===== config.mk =====
export PLATFORM = sky130hd
export DESIGN_NAME = rv32i_instruction_decoder_unit
export DESIGN_NICKNAME = d
export VERILOG_FILES = /design/src/rvdec_pkg.sv /design/src/rv32i_instruction_decoder_unit.sv
export SDC_FILE = /design/constraint.sdc
export NUM_CORES = 1
export LEC_CHECK = 0
export BUFFER_PORTS_ARGS = -buffer_cell sky130_fd_sc_hd__buf_4
export CORE_UTILIZATION = 36
export CTS_CLUSTER_SIZE = 24
export DETAILED_ROUTE_END_ITERATION = 10
export GPL_ROUTABILITY_DRIVEN = 0
export GPL_TIMING_DRIVEN = 0
export PLACE_DENSITY = 0.55
export SLEW_MARGIN = 30
export SYNTH_ARGS = -nofsm -noshare
export SYNTH_HDL_FRONTEND = slang
export SYNTH_SLANG_ARGS = --single-unit

===== constraint.sdc =====
create_clock -name clk -period 10.2 [get_ports clk]
set_clock_uncertainty 0.05 [all_clocks]
set_input_delay 2.04 -clock clk [delete_from_list [all_inputs] [get_ports clk]]
set_output_delay 2.04 -clock clk [all_outputs]
set_load 0.1 [all_outputs]

===== src/rvdec_pkg.sv =====
// rv32i decoder package: opcodes, control codes and the control word type
`default_nettype none

package rvdec_pkg;

	localparam int unsigned IN_W  = 64;
	localparam int unsigned OUT_W = 112;

	localparam logic [6:0] OPC_REG    = 7'b0110011;
	localparam logic [6:0] OPC_IMM    = 7'b0010011;
	localparam logic [6:0] OPC_LOAD   = 7'b0000011;
	localparam logic [6:0] OPC_JALR   = 7'b1100111;
	localparam logic [6:0] OPC_STORE  = 7'b0100011;
	localparam logic [6:0] OPC_BRANCH = 7'b1100011;
	localparam logic [6:0] OPC_LUI    = 7'b0110111;
	localparam logic [6:0] OPC_AUIPC  = 7'b0010111;
	localparam logic [6:0] OPC_JAL    = 7'b1101111;

	localparam logic [3:0] ALU_ADD = 4'd1;
	localparam logic [3:0] ALU_SUB = 4'd2;
	localparam logic [3:0] ALU_AND = 4'd3;
	localparam logic [3:0] ALU_OR  = 4'd4;
	localparam logic [3:0] ALU_SLL = 4'd5;
	localparam logic [3:0] ALU_SLT = 4'd6;
	localparam logic [3:0] ALU_SRA = 4'd7;
	localparam logic [3:0] ALU_SRL = 4'd8;
	localparam logic [3:0] ALU_XOR = 4'd9;

	localparam logic [1:0] OP2_RS2  = 2'd0;
	localparam logic [1:0] OP2_IMMI = 2'd1;
	localparam logic [1:0] OP2_IMMS = 2'd2;

	localparam logic [2:0] RES_PC4   = 3'd0;
	localparam logic [2:0] RES_UPPER = 3'd1;
	localparam logic [2:0] RES_LOAD  = 3'd2;
	localparam logic [2:0] RES_ALU   = 3'd3;
	localparam logic [2:0] RES_AUIPC = 3'd4;

	localparam logic [1:0] NPC_ALU    = 2'd0;
	localparam logic [1:0] NPC_TARGET = 2'd1;
	localparam logic [1:0] NPC_PC4    = 2'd2;

	localparam logic [3:0] FLAG_RW  = 4'b0001;
	localparam logic [3:0] FLAG_MW  = 4'b0010;
	localparam logic [3:0] FLAG_BR  = 4'b0100;
	localparam logic [3:0] FLAG_ILL = 4'b1000;

	localparam logic [2:0] F3_ADD  = 3'd0;
	localparam logic [2:0] F3_SLL  = 3'd1;
	localparam logic [2:0] F3_SLT  = 3'd2;
	localparam logic [2:0] F3_SLTU = 3'd3;
	localparam logic [2:0] F3_XOR  = 3'd4;
	localparam logic [2:0] F3_SHR  = 3'd5;
	localparam logic [2:0] F3_OR   = 3'd6;
	localparam logic [2:0] F3_AND  = 3'd7;

	typedef struct packed {
		logic [3:0] ctrl_flags;
		logic [1:0] next_pc_sel;
		logic [2:0] result_sel;
		logic [1:0] op2_sel;
		logic [3:0] alu_op;
	} ctrl_t;

endpackage

`default_nettype wire


===== src/rv32i_instruction_decoder_unit.sv =====
// rv32i instruction decoder, three-stage pipeline with stream ports
// a word accepted on s_tdata passes through the stage 1, 2 and 3 registers to m_tdata
// throughput: one word per cycle; each stage holds only while its successor is full
// stage 1 registers the word, stage 2 decodes control and immediates,
// stage 3 forms the jump target and auipc sums
// reset clears all valid bits, payload registers are not reset
`default_nettype none

module rv32i_instruction_decoder_unit (
	input  wire                         clk,
	input  wire                         arst_n,
	input  wire                         s_tvalid,
	output logic                        s_tready,
	// instr [31:0], pc [63:32]
	input  wire  [rvdec_pkg::IN_W-1:0]  s_tdata,
	output logic                        m_tvalid,
	input  wire                         m_tready,
	// alu_op, op2_sel, result_sel, next_pc_sel, ctrl_flags, funct3, rs1_index,
	// rs2_index, rd_index, op2_immediate, jump_target, auipc_sum, zero pad
	output logic [rvdec_pkg::OUT_W-1:0] m_tdata
);
	import rvdec_pkg::*;

	logic        valid_s1, valid_s2, valid_s3;
	logic        rdy1, rdy2, rdy3;
	logic [31:0] instr_s1, pc_s1;

	ctrl_t       ctrl_s2, ctrl_s3;
	logic [2:0]  f3_s2, f3_s3;
	logic [4:0]  rs1_s2, rs1_s3, rs2_s2, rs2_s3, rd_s2, rd_s3;
	logic [11:0] imm_s2, imm_s3;
	logic [31:0] pc_s2, ofs_s2, upper_s2;
	logic [31:0] target_s3, auipc_s3;

	ctrl_t       ctrl_d;
	logic [6:0]  opc;
	logic [2:0]  f3;
	logic        f7_nz;
	logic [3:0]  alu_fn;
	logic [31:0] imm_b, imm_j;

	assign rdy3     = !valid_s3 || m_tready;
	assign rdy2     = !valid_s2 || rdy3;
	assign rdy1     = !valid_s1 || rdy2;
	assign s_tready = rdy1;

	// stage 1: capture
	always_ff @(posedge clk or negedge arst_n) begin
		if (!arst_n) begin
			valid_s1 <= 1'b0;
		end else if (rdy1) begin
			valid_s1 <= s_tvalid;
		end
	end

	always_ff @(posedge clk) begin
		if (rdy1 && s_tvalid) begin
			instr_s1 <= s_tdata[31:0];
			pc_s1    <= s_tdata[63:32];
		end
	end

	// decode
	assign opc   = instr_s1[6:0];
	assign f3    = instr_s1[14:12];
	assign f7_nz = |instr_s1[31:25];
	assign imm_b = {{19{instr_s1[31]}}, instr_s1[31], instr_s1[7], instr_s1[30:25],
		instr_s1[11:8], 1'b0};
	assign imm_j = {{11{instr_s1[31]}}, instr_s1[31], instr_s1[19:12], instr_s1[20],
		instr_s1[30:21], 1'b0};

	always_comb begin
		unique case (f3)
			F3_ADD:  alu_fn = (opc == OPC_REG && f7_nz) ? ALU_SUB : ALU_ADD;
			F3_SLL:  alu_fn = ALU_SLL;
			F3_SLT:  alu_fn = ALU_SLT;
			F3_XOR:  alu_fn = ALU_XOR;
			F3_SHR:  alu_fn = f7_nz ? ALU_SRA : ALU_SRL;
			F3_OR:   alu_fn = ALU_OR;
			F3_AND:  alu_fn = ALU_AND;
			default: alu_fn = ALU_ADD;
		endcase
	end

	always_comb begin
		ctrl_d.alu_op      = ALU_ADD;
		ctrl_d.op2_sel     = OP2_RS2;
		ctrl_d.result_sel  = RES_PC4;
		ctrl_d.next_pc_sel = NPC_PC4;
		ctrl_d.ctrl_flags  = FLAG_ILL;
		unique case (opc)
			OPC_REG: begin
				ctrl_d.ctrl_flags = FLAG_RW;
				ctrl_d.alu_op     = alu_fn;
				ctrl_d.result_sel = RES_ALU;
			end
			OPC_IMM: begin
				ctrl_d.ctrl_flags = FLAG_RW;
				ctrl_d.alu_op     = alu_fn;
				ctrl_d.op2_sel    = OP2_IMMI;
				ctrl_d.result_sel = RES_ALU;
			end
			OPC_LOAD: begin
				ctrl_d.ctrl_flags = FLAG_RW;
				ctrl_d.op2_sel    = OP2_IMMI;
				ctrl_d.result_sel = RES_LOAD;
			end
			OPC_JALR: begin
				ctrl_d.ctrl_flags  = FLAG_RW;
				ctrl_d.op2_sel     = OP2_IMMI;
				ctrl_d.next_pc_sel = NPC_ALU;
			end
			OPC_STORE: begin
				ctrl_d.ctrl_flags = FLAG_MW;
				ctrl_d.op2_sel    = OP2_IMMS;
			end
			OPC_BRANCH: begin
				ctrl_d.ctrl_flags = FLAG_BR;
				ctrl_d.alu_op     = ALU_SUB;
			end
			OPC_LUI: begin
				ctrl_d.ctrl_flags = FLAG_RW;
				ctrl_d.result_sel = RES_UPPER;
			end
			OPC_AUIPC: begin
				ctrl_d.ctrl_flags = FLAG_RW;
				ctrl_d.result_sel = RES_AUIPC;
			end
			OPC_JAL: begin
				ctrl_d.ctrl_flags  = FLAG_RW;
				ctrl_d.next_pc_sel = NPC_TARGET;
			end
			default: begin
				ctrl_d.ctrl_flags = FLAG_ILL;
			end
		endcase
	end

	// stage 2: control word, fields and immediates
	always_ff @(posedge clk or negedge arst_n) begin
		if (!arst_n) begin
			valid_s2 <= 1'b0;
		end else if (rdy2) begin
			valid_s2 <= valid_s1;
		end
	end

	always_ff @(posedge clk) begin
		if (rdy2 && valid_s1) begin
			ctrl_s2  <= ctrl_d;
			f3_s2    <= f3;
			rs1_s2   <= instr_s1[19:15];
			rs2_s2   <= instr_s1[24:20];
			rd_s2    <= instr_s1[11:7];
			imm_s2   <= (opc == OPC_STORE) ? {instr_s1[31:25], instr_s1[11:7]}
				: instr_s1[31:20];
			pc_s2    <= pc_s1;
			ofs_s2   <= (opc == OPC_JAL) ? imm_j : imm_b;
			upper_s2 <= {instr_s1[31:12], 12'b0};
		end
	end

	// stage 3: address sums
	always_ff @(posedge clk or negedge arst_n) begin
		if (!arst_n) begin
			valid_s3 <= 1'b0;
		end else if (rdy3) begin
			valid_s3 <= valid_s2;
		end
	end

	always_ff @(posedge clk) begin
		if (rdy3 && valid_s2) begin
			ctrl_s3   <= ctrl_s2;
			f3_s3     <= f3_s2;
			rs1_s3    <= rs1_s2;
			rs2_s3    <= rs2_s2;
			rd_s3     <= rd_s2;
			imm_s3    <= imm_s2;
			target_s3 <= pc_s2 + ofs_s2;
			auipc_s3  <= pc_s2 + upper_s2;
		end
	end

	assign m_tvalid = valid_s3;
	assign m_tdata  = {3'b000, auipc_s3, target_s3, imm_s3, rd_s3, rs2_s3, rs1_s3, f3_s3,
		ctrl_s3.ctrl_flags, ctrl_s3.next_pc_sel, ctrl_s3.result_sel, ctrl_s3.op2_sel,
		ctrl_s3.alu_op};

endmodule

`default_nettype wire


### After elaboration in Yosys (flattened, before gate mapping)

Cells that the tools add are included.

| word-level totals | value |
|---|---|
| register bits after elaboration | 294 |
| input port bits | 68 |
| output and inout port bits | 114 |
| word-level logic and storage cells | 72 |

| cells by class | value |
|---|---|
| add/sub/neg operators | 2 |
| equal/unequal tests | 15 |
| muxes and demuxes | 10 |
| reductions and logical operators | 15 |

Operator list:

| operator | number |
|---|---|
| adder 32 bit | 2 |
| one-hot mux 4 bit (7 select lines) | 1 |
| == test 7 x 6 -> 1 bit (second input constant) | 3 |
| == test 7 bit (second input constant) | 3 |
| 2-to-1 mux 20 bit | 1 |
| == test 7 x 5 -> 1 bit (second input constant) | 2 |
| OR reduction 7 bit | 2 |
| == test 3 bit (second input constant) | 4 |
| one-hot mux 3 bit (4 select lines) | 1 |
| one-hot mux 4 bit (3 select lines) | 1 |
| one-hot mux 2 bit (2 select lines) | 2 |
| one-hot mux 4 bit (2 select lines) | 1 |
| == test 7 x 2 -> 1 bit (second input constant) | 1 |
| 2-to-1 mux 5 bit | 1 |
| logical AND 1 bit | 4 |
| 2-to-1 mux 4 bit | 1 |
| == test 3 x 1 -> 1 bit (second input constant) | 1 |
| == test 3 x 2 -> 1 bit (second input constant) | 1 |
| logical NOT 1 bit | 3 |
| logical NOT 3 bit | 1 |
| logical OR 1 bit | 3 |
| OR reduction 3 bit | 1 |
| 2-to-1 mux 2 bit | 1 |
| OR reduction 2 bit | 1 |

### Depth between registers and ports, before layout

| depth | value |
|---|---|
| depth in word-level cells | 5 |
| depth in mapped cells | 10 |
| gate-level depth less buffers | 10 |

### Least setup slack after synthesis

Ideal clock, no wire load.

| timing path | value |
|---|---|
| kind | input port to flip-flop |
| from | in m_tready |
| to | reg auipc_s3[10], enable pin |
| setup time | 480 ps |
| arrival | 4677 ps |
| data required time | 9670 ps |
| path slack | 4994 ps |
| cell stages on the path | 2 |
| path through | nand2b_1 -> and2_1 |

| between the ends | value |
|---|---|
| cells in the longest elaborated chain, start to end | 2 |

RTL lines:

| what | line | RTL |
|---|---|---|
| start: declaration | rv32i_instruction_decoder_unit.sv:17 | `input wire m_tready,` |
| logical OR 1 bit | rv32i_instruction_decoder_unit.sv:42 | `assign rdy3 = !valid_s3 \|\| m_tready;` |
| logical AND 1 bit | rv32i_instruction_decoder_unit.sv:173 | `if (rdy3 && valid_s2) begin` |
| end signal: assignment | rv32i_instruction_decoder_unit.sv:181 | `auipc_s3 <= pc_s2 + upper_s2;` |
| end: declaration | rv32i_instruction_decoder_unit.sv:33 | `logic [31:0] target_s3, auipc_s3;` |

No other way between the ends.
A chain may end at the register's enable or synchronous reset.

### Worst setup path after layout

| timing path | value |
|---|---|
| from | in m_tready |
| to | out s_tready |

| between the ends | value |
|---|---|
| cells in the longest elaborated chain, start to end | 3 |

RTL lines:

| what | line | RTL |
|---|---|---|
| logical OR 1 bit | rv32i_instruction_decoder_unit.sv:42 |  |
| logical OR 1 bit | rv32i_instruction_decoder_unit.sv:43 | `assign rdy2 = !valid_s2 \|\| rdy3;` |
| logical OR 1 bit | rv32i_instruction_decoder_unit.sv:44 | `assign rdy1 = !valid_s1 \|\| rdy2;` |
| end: declaration | rv32i_instruction_decoder_unit.sv:13 | `output logic s_tready,` |

No other way between the ends.

==> flow_summary_export.csv <==
group,metric,value,unit
status,outcome,"finished, final reports clean",
global_route,grt_max_degree,49,
sta,finalHoldViolations,0,
clock_network,h-tree-depth,1,
synth,ys_seq_area_frac,0.727,
sta,rsz0062_at_grt,"no",
finish,final_common_cell,"edfxtp_1",
sta,fin_tns_setup,0,ps
synth,synthMuxAreaShare,0.0112,
finish,diodes,0,
worst_hold_path,hp-class,"flip-flop to flip-flop",
routing,first_pass_iters,4,
clock_network,cts_max_path_buffers,3,
synth,async_reset_ff_frac,0.0113,
job,max_cap_viol_count,0,
worst_setup_path,critical_path_class,"input pin to output pin",
clock_network,numCtsBuffers,28,
placement,hpwlAfterDp,16.8,mm
synth,yosys_warnings,0,
routing,wl_per_cell,17.4,um
synth,synthAdderAreaFrac,0.0598,
power_and_ir_drop,seqPwrFrac,0.421,
sta,setup_violations,0,
finish,drive_above_1_share,0.270,
routing,finalWirelength,23.0,mm
synth,synth-simple-area-share,0.0648,
finish,mostFrequentLayoutCells,"262 x edfxtp_1, 182 x buf_4, 55 x nor2_1",
power_and_ir_drop,finalPower,3350,uW
floorplanning,dieWidth,176,um
sta,period_share,0.469,
power_and_ir_drop,p_int,2170,uW
power_and_ir_drop,power.leakage,0.00533,uW
floorplanning,ios,182,
power_and_ir_drop,cellPowerDensity,243,nW/um^2
worst_setup_path,cp.arrival,2690,ps
global_route,antenna_found_initial,0,
synth,synth-edff-count,262,
power_and_ir_drop,ir_drop,0.130,mV
power_and_ir_drop,power.switching,1180,uW
clock_network,clock_latency,560,ps
routing,antenna_left,0,
clock_network,cts.sinks,265,
synth,synthXorXnorAreaFrac,0.0313,
sta,tightest_slew,884,ps
routing,vias,6378,
clock_network,cts_tree,"built",
worst_setup_path,endpoint_kind,"output pin",
synth,synth_cells,696,
clock_network,postCtsResizedCells,0,
placement,place.port_buffers,178,
sta,fmaxAchievable,209,MHz
worst_setup_path,startpoint_type,"input pin",
floorplanning,die_area,31100,um^2
synth,netlist_area,10900,um^2
finish,syn_to_final_growth,26.3,%
sta,hold_ws,366,ps
floorplanning,core,29700,um^2
floorplanning,initial_utilization,0.368,
synth,synthFlopType,"edfxtp_1",
floorplanning,die_h,176,um
global_route,grt_pass1_vias,6174,
synth,synth.distinct_cells,53,
routing,dr.first_iter.drc_count,271,
synth,ys_ff_latch,265,
clock_network,cts_setup_buffers,0,
power_and_ir_drop,p_comb_frac,0.281,
global_route,grtUsageTotal,0.146,
sta,slew_violations,0,
global_route,grt_pass1_wl,34.2,mm
clock_network,cts_root_buf,"clkbuf_16",
synth,synth_top_family_by_area,"compound AO/OA/AOI/OAI gates",
sta,slew_headroom,0.409,
finish,fin_util,0.464,
clock_network,holdBufCountCts,0,
global_route,overflow,0,
worst_setup_path,crit_fanout,3,
routing,viasPerCell,4.82,
floorplanning,num_rows,63,
worst_setup_path,required,8110,ps
clock_network,path_clk_slew,60,ps
finish,fillCellCount,2610,
sta,final.min_clock_period,4780,ps
power_and_ir_drop,clockPowerShare,0.298,
power_and_ir_drop,switching_share,0.352,
routing,post-route-drc-count,0,
finish,nNetsFinal,1030,
synth,synth-compound-area-share,0.0958,
synth,syn_area_per_cell,15.7,um^2
[per-layer routing]
metal / vias up / GRT usage / share of wire
li1: 3127 / - / -
met1: 3024 / 0.192 / 0.44
met2: 179 / 0.231 / 0.47
met3: 48 / 0.0366 / 0.062
met4: 0 / 0.0551 / 0.034
met5: - / 0 / 0
[critical path, cell delays in order]
cell,delay [ps]
buf_4,110
nor2b_1,130
nand3_1,140
buf_4,260
[stage by stage]
step           cells  instance area, um^2  setup WS (ps)
2_1_floorplan    698                10900           4990
3_3_place_gp    1266                12800           3600
3_5_place_dp    1271                12900           5420
4_1_cts         1322                13800           5420
5_1_grt         1322                13800           5380
6_report        1322                13800           5420
[power groups by stage]
stage | logic (uW) | clock network (uW) | registers (uW)
after floorplan | 272 | 0 | 1880
after global placement | 930 | 0 | 1450
after detailed placement | 946 | 0 | 1430
after CTS | 948 | 1030 | 1410
after global routing | 991 | 1070 | 1420
final | 940 | 999 | 1410
[layout make-up]
| cell class | count | area (um^2) | area share |
|---|---|---|---|
| sequential | 265 | 7940 | 0.576 |
| multi-input combinational | 408 | 2890 | 0.210 |
| timing repair buffer | 183 | 1460 | 0.106 |
| clock buffer | 32 | 716 | 0.0519 |
| tap | 390 | 488 | 0.0354 |
| clock inverter | 19 | 194 | 0.0141 |
| buffer | 12 | 60.1 | 0.00435 |
| inverter | 13 | 48.8 | 0.00354 |
[state kept, by name, summed over array words and instances, names as in the netlist, 5 cells and up]
name       count
imm_s2        11
ofs_s2        14
pc_s2         32
ctrl_s2       15
pc_s1         32
rd_s3          5
rd_s2          5
rs2_s3         5
instr_s1      32
rs1_s3         5
target_s3     32
m_tdata       15
imm_s3        12
auipc_s3      31
[cells by family after synthesis]
family,count (synthesis)
and+or+nand+nor,148
buffers and inverters,25
adders and majority gates,51
DFF,265
AOI/OAI and AO/OA,156
other,1
xor gates and xnor gates,39
muxes,11
[path summary, 6_finish.rpt]
kind,startpoint,endpoint,slack [ps],cells after the start
min in group asynchronous,arst_n,valid_s1,1200,1
max,m_tready,s_tready,5420,4
min,pc_s2[0],target_s3[0],370,0
min reg2reg,pc_s2[0],target_s3[0],370,0
max in group asynchronous,arst_n,m_tvalid,8800,1
max reg2reg,pc_s2[1],target_s3[31],6680,10
[Yosys cell counts, drive strengths merged, types with 9 or more instances]
library cell,number,share of area
ha,49,0.056
a21oi,45,0.021
nor3,16,0.0073
xnor2,27,0.022
nand2,20,0.0069
inv,13,0.0045
nor2,55,0.019
and2,9,0.0054
xor2,12,0.0096
o21ai,23,0.011
mux2,10,0.010
nand3,13,0.0060
o21a,12,0.0082
edfxtp,262,0.72
a21o,33,0.023
(Power assumes the default switching activity.)
